$ cat src/rtl/extent_block_map_allocator_top_assert.svh
// Assertion macros for the extent block map allocator
`ifndef EXTENT_BLOCK_MAP_ALLOCATOR_TOP_ASSERT_SVH
`define EXTENT_BLOCK_MAP_ALLOCATOR_TOP_ASSERT_SVH

// condition holds at every edge out of reset
`define EBMA_ASSERT_ALWAYS(lbl, cond, msg) \
    lbl: assert property (@(posedge clk) disable iff (!rst_n) (cond)) else $error(msg);

// consequence holds in the cycle after the antecedent
`define EBMA_ASSERT_NEXT(lbl, ante, cons, msg) \
    lbl: assert property (@(posedge clk) disable iff (!rst_n) (ante) |=> (cons)) else $error(msg);

`endif

$ cat src/rtl/ebma_pkg.sv
// Package: shared types, codes and defaults of the extent block map allocator
`timescale 1ns / 1ps
package ebma_pkg;

    localparam int BLOCKS_DEF      = 4096;
    localparam int MAX_EXTENTS_DEF = 16;

    localparam int CMD_W    = 2;
    localparam int FB_W     = 32;
    localparam int PB_W     = 12;
    localparam int CNT_W    = 13;
    localparam int EIDX_W   = 4;
    localparam int ACC_W    = 33;
    localparam int CFG_W    = 13;

    localparam logic [1:0] CMD_MAP_READ  = 2'd0;
    localparam logic [1:0] CMD_MAP_WRITE = 2'd1;
    localparam logic [1:0] CMD_ALLOC_RUN = 2'd2;
    localparam logic [1:0] CMD_FREE_RUN  = 2'd3;

    localparam logic [1:0] ST_OK       = 2'd0;
    localparam logic [1:0] ST_UNMAPPED = 2'd1;
    localparam logic [1:0] ST_NO_SPACE = 2'd2;
    localparam logic [1:0] ST_BAD_FREE = 2'd3;

    localparam logic [1:0] GR_EXISTING = 2'd0;
    localparam logic [1:0] GR_EXTENDED = 2'd1;
    localparam logic [1:0] GR_NEW      = 2'd2;

    localparam logic CFG_ALLOC_BASE  = 1'b0;
    localparam logic CFG_DISK_BLOCKS = 1'b1;

    typedef struct packed {
        logic [CMD_W-1:0] command;
        logic [FB_W-1:0]  logical_block;
        logic [PB_W-1:0]  run_start;
        logic [CNT_W-1:0] run_count;
        logic             count_zero;
    } ebma_item_t;

    typedef struct packed {
        logic       valid;
        ebma_item_t item;
    } ebma_queue_t;

endpackage

$ cat src/rtl/ebma_front.sv
// Front end: accepts items, classifies them and queues them for the back end
`timescale 1ns / 1ps
module ebma_front
    import ebma_pkg::*;
(
    input  logic             clk,
    input  logic             rst_n,
    input  logic             in_valid,
    output logic             in_stall,
    input  logic [CMD_W-1:0] command,
    input  logic [FB_W-1:0]  logical_block,
    input  logic [PB_W-1:0]  run_start,
    input  logic [CNT_W-1:0] run_count,
    input  logic             back_clearing,
    input  logic             q_pop,
    output ebma_queue_t      q_head
);

    ebma_item_t  q_mem_reg [2];
    logic        wptr_reg, wptr_next;
    logic        rptr_reg, rptr_next;
    logic [1:0]  count_reg, count_next;
    logic        push;
    logic        pop;
    ebma_item_t  new_item;

    assign in_stall = (count_reg == 2'd2) || back_clearing;
    assign push     = in_valid && !in_stall;
    assign pop      = q_pop && (count_reg != 2'd0);

    always_comb
    begin
        new_item.command       = command;
        new_item.logical_block = logical_block;
        new_item.run_start     = run_start;
        new_item.run_count     = run_count;
        new_item.count_zero    = (run_count == '0);
    end

    always_comb
    begin
        wptr_next  = push ? ~wptr_reg : wptr_reg;
        rptr_next  = pop ? ~rptr_reg : rptr_reg;
        count_next = count_reg + 2'(push) - 2'(pop);
    end

    always_ff @(posedge clk or negedge rst_n)
    begin
        if (!rst_n)
        begin
            wptr_reg  <= 1'b0;
            rptr_reg  <= 1'b0;
            count_reg <= 2'd0;
        end
        else
        begin
            wptr_reg  <= wptr_next;
            rptr_reg  <= rptr_next;
            count_reg <= count_next;
        end
    end

    always_ff @(posedge clk)
    begin
        if (push)
        begin
            q_mem_reg[wptr_reg] <= new_item;
        end
    end

    assign q_head.valid = (count_reg != 2'd0);
    assign q_head.item  = q_mem_reg[rptr_reg];

endmodule

$ cat config.mk
export PLATFORM = sky130hd
export DESIGN_NAME = ebma_front
export DESIGN_NICKNAME = d
export VERILOG_FILES = /design/src/rtl/extent_block_map_allocator_top_assert.svh /design/src/rtl/ebma_pkg.sv /design/src/rtl/ebma_front.sv
export SDC_FILE = /design/constraint.sdc
export NUM_CORES = 1
export LEC_CHECK = 0
export BUFFER_PORTS_ARGS = -buffer_cell sky130_fd_sc_hd__buf_2
export CORE_MARGIN = 3
export CORE_UTILIZATION = 24
export DETAILED_ROUTE_END_ITERATION = 12
export PLACE_DENSITY = 0.41
export SLEW_MARGIN = 0
export SYNTH_ARGS = -nofsm -noshare
export SYNTH_HDL_FRONTEND = slang
export SYNTH_SLANG_ARGS = --single-unit
$ cat constraint.sdc
create_clock -name clk -period 8.5 [get_ports clk]
set_input_delay 1.7 -clock clk [delete_from_list [all_inputs] [get_ports clk]]
set_output_delay 1.7 -clock clk [all_outputs]
set_load 0.05 [all_outputs]
-- Word-level counts from Yosys, hierarchy flattened
Memories as Yosys holds them, arrays and structs flattened.
Index checks and enable logic that the tools add are counted.
- register bits after elaboration: 4
- bits of input ports: 64
- bits in writable memories: 120
- output and inout bits: 62
- word-level logic and storage cells: 17
- memories kept: 1
- memories (memory ; depth ; bits a word ; rd ports ; clocked after memory_dff ; wr ports ; line ; text):
    q_mem_reg ; 2 ; 60 ; 1 ; 0 ; 1 ; ebma_front.sv:19 ; ebma_item_t q_mem_reg [2];
- reductions and logical operators: 6
- bitwise gates (word level): 2
- add/sub/neg operators: 2
- mux-type cells: 2
- equality and inequality tests: 1
- operator list (kind ; count):
    13-bit logical NOT ; 1
    2-bit by 1-bit adder with 2-bit output ; 1
    2-bit equality test, second input constant ; 1
    1-bit logical AND ; 2
    1-bit 2-to-1 mux ; 2
    1-bit inverter ; 2
    2-bit nonzero test ; 1
    2-bit by 1-bit subtractor with 2-bit output ; 1
    1-bit logical NOT ; 1
    1-bit logical OR ; 1

-- Longest topological paths before layout
Gate-level depths: netlist of the first run.
- depth in word-level cells: 6
- mapped depth: 7
- mapped depth without buffers: 7

-- Worst setup path before layout of the first run
Ideal clock, no wire load.
- path type: input to register
- from: input port back_clearing
- to: memory q_mem_reg[0][0] (netlist name) (enable)
- stages on the path: 2
- data arrival time: 4.458 ns
- path buffers: 0
- path slack: 3.563 ns
- cell sequence: nand3b_1 > nor2_1
- word-level cells in the longest chain between the ends: 5
- ends and longest elaborated chain (what ; line ; text):
    start: declaration ; ebma_front.sv:14 ; input logic back_clearing,
    1-bit logical OR ; ebma_front.sv:27 ; assign in_stall = (count_reg == 2'd2) || back_clearing;
    1-bit logical NOT ; ebma_front.sv:28 ; assign push = in_valid && !in_stall;
    1-bit logical AND ; ebma_front.sv:28 ;
    1-bit 2-to-1 mux ; ebma_front.sv:65 ; if (push)
    1-bit 2-to-1 mux (implied by the code) ; ebma_front.sv:67 ; q_mem_reg[wptr_reg] <= new_item;
    end: declaration ; ebma_front.sv:19 ;
Every way passes these cells.

==> impl_metrics.tcl, run 1 <==
set metrics [dict create \
    syn_nets 277 \
    final.setup.tns_ps 0 \
    drtPass1Iterations 4 \
    cts_tree "done" \
    hold_class "reg2reg" \
    area_growth_pct 32.3 \
    worst_path_max_delay_cell "dfrtp_2" \
    crit_path_end_kind "output port" \
    clk_pin_slew_ps 50 \
    peakVddDrop_v 0.000169 \
    critPathMaxStageDelay_ps 860 \
    clock_skew_ps 11.1 \
    status "completed" \
    endpoint "q_head[10]" \
    vias 2370 \
    initialDrtViolationCount 67 \
    synth-seq-cells 124 \
    multiInputGateArea_um2 830 \
    worstReg2RegEnd "q_mem_reg[1][54]" \
    wl_per_cell_um 15.7 \
    layout_commonest_cell "buf_2" \
    numCtsBuffers 17 \
    fmax_mhz 242 \
    crit_arrival_ps 2430 \
    cts_buffer_depth 2 \
    nNetsFinal 417 \
    grt_pass1_wl_mm 14.2 \
    globalplace.congestion 0.660 \
    ys_types 19 \
    reg2reg_from "count_reg[1]" \
    r2r_cells 4 \
    fp.coreArea_mm2 0.0183 \
    startpoint_type "flop" \
    layout_common_cells "buf_2, edfxtp_1, mux2_2" \
    grt_pass1_vias 2557 \
    antenna_left 0 \
    clock_latency_ps 410 \
    period_minus_slack_ps 4130 \
    grt_max_degree 34 \
    netlist_instances 211 \
    final_util_pct 32.9 \
    ys_warn_count 0 \
    route.detailed.drc 0 \
    cp.buffers_inverters 2 \
    htreeDepth 4 \
    maxSlewViolCount 0 \
    antenna_found_initial 0 \
    seq_area_mm2 0.00370 \
    timing.final.crit_share_pct 48.6 \
    post_cts_buffers 0 \
    relSlewSlack_pct 32.8 \
    n_fill_cell 1812 \
    post_synth.cell_area_avg_um2 21.6 \
    power_leakage_nw 2.22 \
    synth_seq_area_share_pct 81.2 \
    cp.required_ps 6800 \
    io_pins 126 \
    reg2reg_slack_ps 5970 \
    die_w_um 144 \
    cts_root_buffer "clkbuf_16" \
    drt-total-wl_mm 9.31 \
    start_util_pct 24.9 \
    num_rows 49 \
    hold_viol 0 \
    crit_type "reg2out" \
    syn-cell-area_mm2 0.00456 \
    grt_usage_pct 9.36 \
    via_per_inst 4.00 \
    cts_resized 0 \
    postCtsHoldBufs 0 \
    path_max_fanout 33 \
    rsz0062_at_grt "false" \
    hpwl_mm 5.85 \
    crit_path_start "rptr_reg" \
    critPathTopFamily "flip-flops" \
    crit_chain "buf_4 > mux2_2 > buf_2" \
    die_h_um 144 \
    clock_sinks 124 \
    drive_gt1_share_pct 59.3 \
    finalSetupViolations 0 \
    dieArea_mm2 0.0207 \
    gr-total-overflow 0 \
    io_buffers 125 \
    antenna_cells 0 \
    worstMarginPinSlew_ps 1010 \
    worstSetupPathDepth 3 \
    p_per_area_mw_per_mm2 374 \
    drv_cap 0 \
    largest_reg_flops 120 \
]
-- where the power goes --
part | internal (mW) | switching [mW] | leakage, nW
Sequential | 0.763 | 0.0496 | 1.14
Clock | 0.427 | 0.251 | 0.275
Combinational | 0.217 | 0.551 | 0.800
Total | 1.41 | 0.851 | 2.22
-- cell families (layout without fill, tap and decap cells) --
| group | Yosys count | in the layout | share of synthesized area, % |
|---|---|---|---|
| xor+xnor | 4 | 4 | 0.768 |
| fa+ha+maj | 2 | 2 | 0.549 |
| buf+inv | 9 | 162 | 0.933 |
| flops | 124 | 124 | 81.2 |
| mux | 60 | 60 | 14.8 |
| simple gates | 12 | 12 | 1.73 |
-- worst reg2reg max path, delay by kind of cell, from the launching register on --
| family | cells | cell delay [ps] |
|---|---|---|
| buffers and inverters | 1 | 550 |
| flip-flops | 1 | 400 |
| AND/OR/NAND/NOR | 3 | 1220 |
-- cell type report --
class | count | share of cell area (%)
sequential | 124 | 61.4
multi-input combinational | 78 | 13.7
timing repair buffer | 128 | 10.7
clock buffer | 19 | 7.17
tap | 229 | 4.75
clock inverter | 13 | 2.09
inverter | 2 | 0.124
-- layer usage --
layer,part of all wire (%),track usage [%],vias up
li1,-,-,1116
met5,0,0,-
met2,45,14.0,82
met4,1.3,4.16,0
met3,6.4,3.89,9
met1,47,11.9,1163
-- synthesized netlist by cell type --
master	n	area share [%]
edfxtp_1	120	79
mux2_2	55	14
buf_2	7	0.77
mux2_1	5	1.2
dfrtp_1	4	2.2
xnor2_1	3	0.58
ha_1	2	0.55
inv_1	2	0.16
nand2b_1	2	0.27
nor2_1	2	0.16
and2_1	1	0.14
nand2_1	1	0.082
nand3b_1	1	0.16
nor3_1	1	0.11
nor4_1	1	0.14
nor4_2	1	0.27
or2_1	1	0.14
or4_4	1	0.25
xor2_1	1	0.19
-- metrics by stage --
stage / power, mW / hold slack [ps] / setup slack, ps / cell area [µm²] / instances
3_3_place_gp: 1.61 / 474 / 4550 / 5480 / 561
3_5_place_dp: 1.61 / 500 / 4500 / 5480 / 561
5_1_grt: 2.37 / 547 / 4160 / 6040 / 593
4_1_cts: 2.31 / 509 / 4220 / 6040 / 593
2_1_floorplan: 1.43 / 460 / 3560 / 4560 / 211
6_report: 2.26 / 501 / 4370 / 6040 / 593
-- worst min path at each step --
stage                      start      endpoint  slack, ps  cells past startpoint
finish              count_reg[1]  count_reg[1]        500                      1
global route        count_reg[0]  count_reg[0]        550                      1
detailed placement  count_reg[1]  count_reg[1]        500                      1
CTS                 count_reg[1]  count_reg[1]        510                      1
floorplan           count_reg[1]  count_reg[1]        460                      1
global placement    count_reg[1]  count_reg[1]        470                      1
(Power assumes the default switching activity.)
==> run 2, diff against run 1 <==
ABC_AREA = 1   (was unset)
PLACE_DENSITY = 0.42   (was 0.41)
clock period = 3.6 ns   (was 8.5 ns; I/O delays follow)
==> run 2 against run 1 <==
  * Clock power grew to 2.5 times the previous value
  * Routed wire length is 11% higher
  * Setup slack worse by 3700 ps
  * Critical path depth is 1 higher
  * Sequential share of layout area is 1.4 points lower
  * Global-route usage is 0.55 points higher
  * Combinational power grew to 2.8 times the previous value
  * Largest power group is now combinational cells
==> impl_metrics.tcl, run 2 <==
set metrics [dict create \
    crit_path_end_kind "output port" \
    final.setup.tns_ps 0 \
    cts_root_buffer "clkbuf_16" \
    synth_common_cells "nand2_1, edfxtp_1, inv_1" \
    netlist_instances 361 \
    globalplace.congestion 0.681 \
    synth-seq-cells 124 \
    fp.coreArea_mm2 0.0190 \
    crit_path_start "rptr_reg" \
    clock_latency_ps 400 \
    antenna_cells 0 \
    wl_per_cell_um 13.5 \
    status "completed" \
    grt_max_degree 62 \
    die_w_um 146 \
    synth_seq_area_share_pct 78.3 \
    antenna_left 0 \
    grt_pass1_wl_mm 16.2 \
    start_util_pct 24.9 \
    numCtsBuffers 17 \
    clock_skew_ps 7.21 \
    layout_common_cells "nand2_1, buf_2, edfxtp_1" \
    intPower_mw 3.37 \
    path_max_fanout 40 \
    drive_gt1_share_pct 31.4 \
    yosysMostFrequentCell "nand2_1" \
    cts_resized 0 \
    antenna_found_initial 0 \
    drt-total-wl_mm 10.3 \
    worstMarginPinSlew_ps 863 \
    drv_cap 0 \
    peakVddDrop_v 0.000441 \
    num_rows 50 \
    grt_usage_pct 9.92 \
    timing.final.crit_share_pct 81.1 \
    vias 2974 \
    syn-cell-area_mm2 0.00473 \
    drtPass1Iterations 4 \
    gr-total-overflow 0 \
    fmax_mhz 342 \
    cts_buffer_depth 2 \
    power_frac_comb_pct 37.4 \
    finalSetupViolations 0 \
    p_clk_share_pct 29.3 \
    area_growth_pct 30.7 \
    cts_tree "done" \
    largest_reg_flops 120 \
    rsz0062_at_grt "false" \
    swShare_pct 42.0 \
    ys_warn_count 0 \
    syn_nets 427 \
    hold_viol 0 \
    die_h_um 146 \
    ys.flop_type "edfxtp_1" \
    post_cts_buffers 0 \
    hold_class "in2async" \
    p_per_area_mw_per_mm2 939 \
    power_leakage_nw 2.63 \
    cp.required_ps 2880 \
    startpoint_type "flop" \
    synth-async-reset-ratio_pct 3.23 \
    clk_pin_slew_ps 50 \
    period_minus_slack_ps 2920 \
    p_seq_share_pct 33.2 \
    nNetsFinal 561 \
    initialDrtViolationCount 107 \
    io_buffers 125 \
    total_power_mw 5.81 \
    synth_top_area_share_pct 76.2 \
    layout_commonest_cell "nand2_1" \
    clock_sinks 124 \
    post_synth.cell_area_avg_um2 13.1 \
    io_pins 126 \
    synth_edf_count 120 \
    relSlewSlack_pct 42.5 \
    maxSlewViolCount 0 \
    yosys-top-cells-area "edfxtp_1, nand2_1, dfrtp_1" \
    via_per_inst 3.88 \
    route.detailed.drc 0 \
    crit_arrival_ps 2200 \
    htreeDepth 4 \
    crit_type "reg2out" \
    ys_types 18 \
    post-synth-top-area-cell "edfxtp_1" \
    hpwl_mm 6.38 \
    dieArea_mm2 0.0214 \
    grt_pass1_vias 3074 \
    p_switching_mw 2.44 \
    reg2reg_from "count_reg[1]" \
    postCtsHoldBufs 0 \
]
==> run 2: cell count changes after synthesis, sizes merged, moves of 2 or more <==
cell	change
nand3	+2
nand2	+194
buf	+5
nor4	-2
nor2	+5
xnor2	-2
mux2	-60
nand2b	-2
inv	+11
==> run 2: worst paths after layout <==
kind	end	slack, ps	depth (start not counted)
setup / recovery	q_head[52]	680	4
hold / removal	wptr_reg	130	1
setup reg to reg	q_mem_reg[1][26]	1710	4
hold reg to reg	wptr_reg	470	2
max in group asynchronous	rptr_reg	3320	1
min in group clk	wptr_reg	470	2
==> run 2: worst max-delay path, cell delays in order, from the launching register on <==
cell and delay [ps]:
dfrtp_2 920, buf_4 440, nand2_1 80, nand2_1 90
buf_2 260
==> run 2: metal layers <==
metal / vias up / track usage (%) / wire length (µm)
li1: 1471 / - / -
met1: 1400 / 12.3 / 4700
met2: 91 / 15.6 / 4850
met3: 12 / 3.97 / 653
met4: 0 / 3.95 / 127
met5: - / 0 / 0
==> run 2: cell families after synthesis <==
group                      Yosys count  share of synthesized area, %
and+or+nand+nor                    206                          16.7
DFF                                124                          78.3
buffers and inverters               26                          3.89
xor gates and xnor gates             2                         0.371
adders and majority gates            2                         0.529
AOI/OAI and AO/OA                    1                         0.159
==> run 2: final cells by class <==
class | count | area [µm²]
tap | 260 | 325
clock buffer | 20 | 437
inverter | 13 | 53.8
clock inverter | 11 | 150
sequential | 124 | 3700
multi-input combinational | 211 | 848
fill | 1972 | 12800
timing repair buffer | 128 | 661
==> run 2: power by group through the flow <==
| stage | registers [mW] | clock network (mW) | logic [mW] |
|---|---|---|---|
| final | 1.93 | 1.70 | 2.17 |
| after global routing | 1.96 | 1.84 | 2.34 |
| after CTS | 1.94 | 1.76 | 2.22 |
| after detailed placement | 1.96 | 0 | 2.22 |
| after global placement | 1.96 | 0 | 2.21 |
| after floorplan | 1.87 | 0 | 1.83 |
==> run 2: per-stage QoR <==
stage	area, µm²	instances	hold slack, ps	setup WS, ps	utilization, %
after floorplan	4730	361	424	710	-
after global placement	5590	736	455	1030	29.4
after detailed placement	5590	736	466	1020	29.4
after CTS	6180	767	105	570	32.5
after global routing	6180	767	99.0	426	32.5
final	6180	767	127	679	32.5
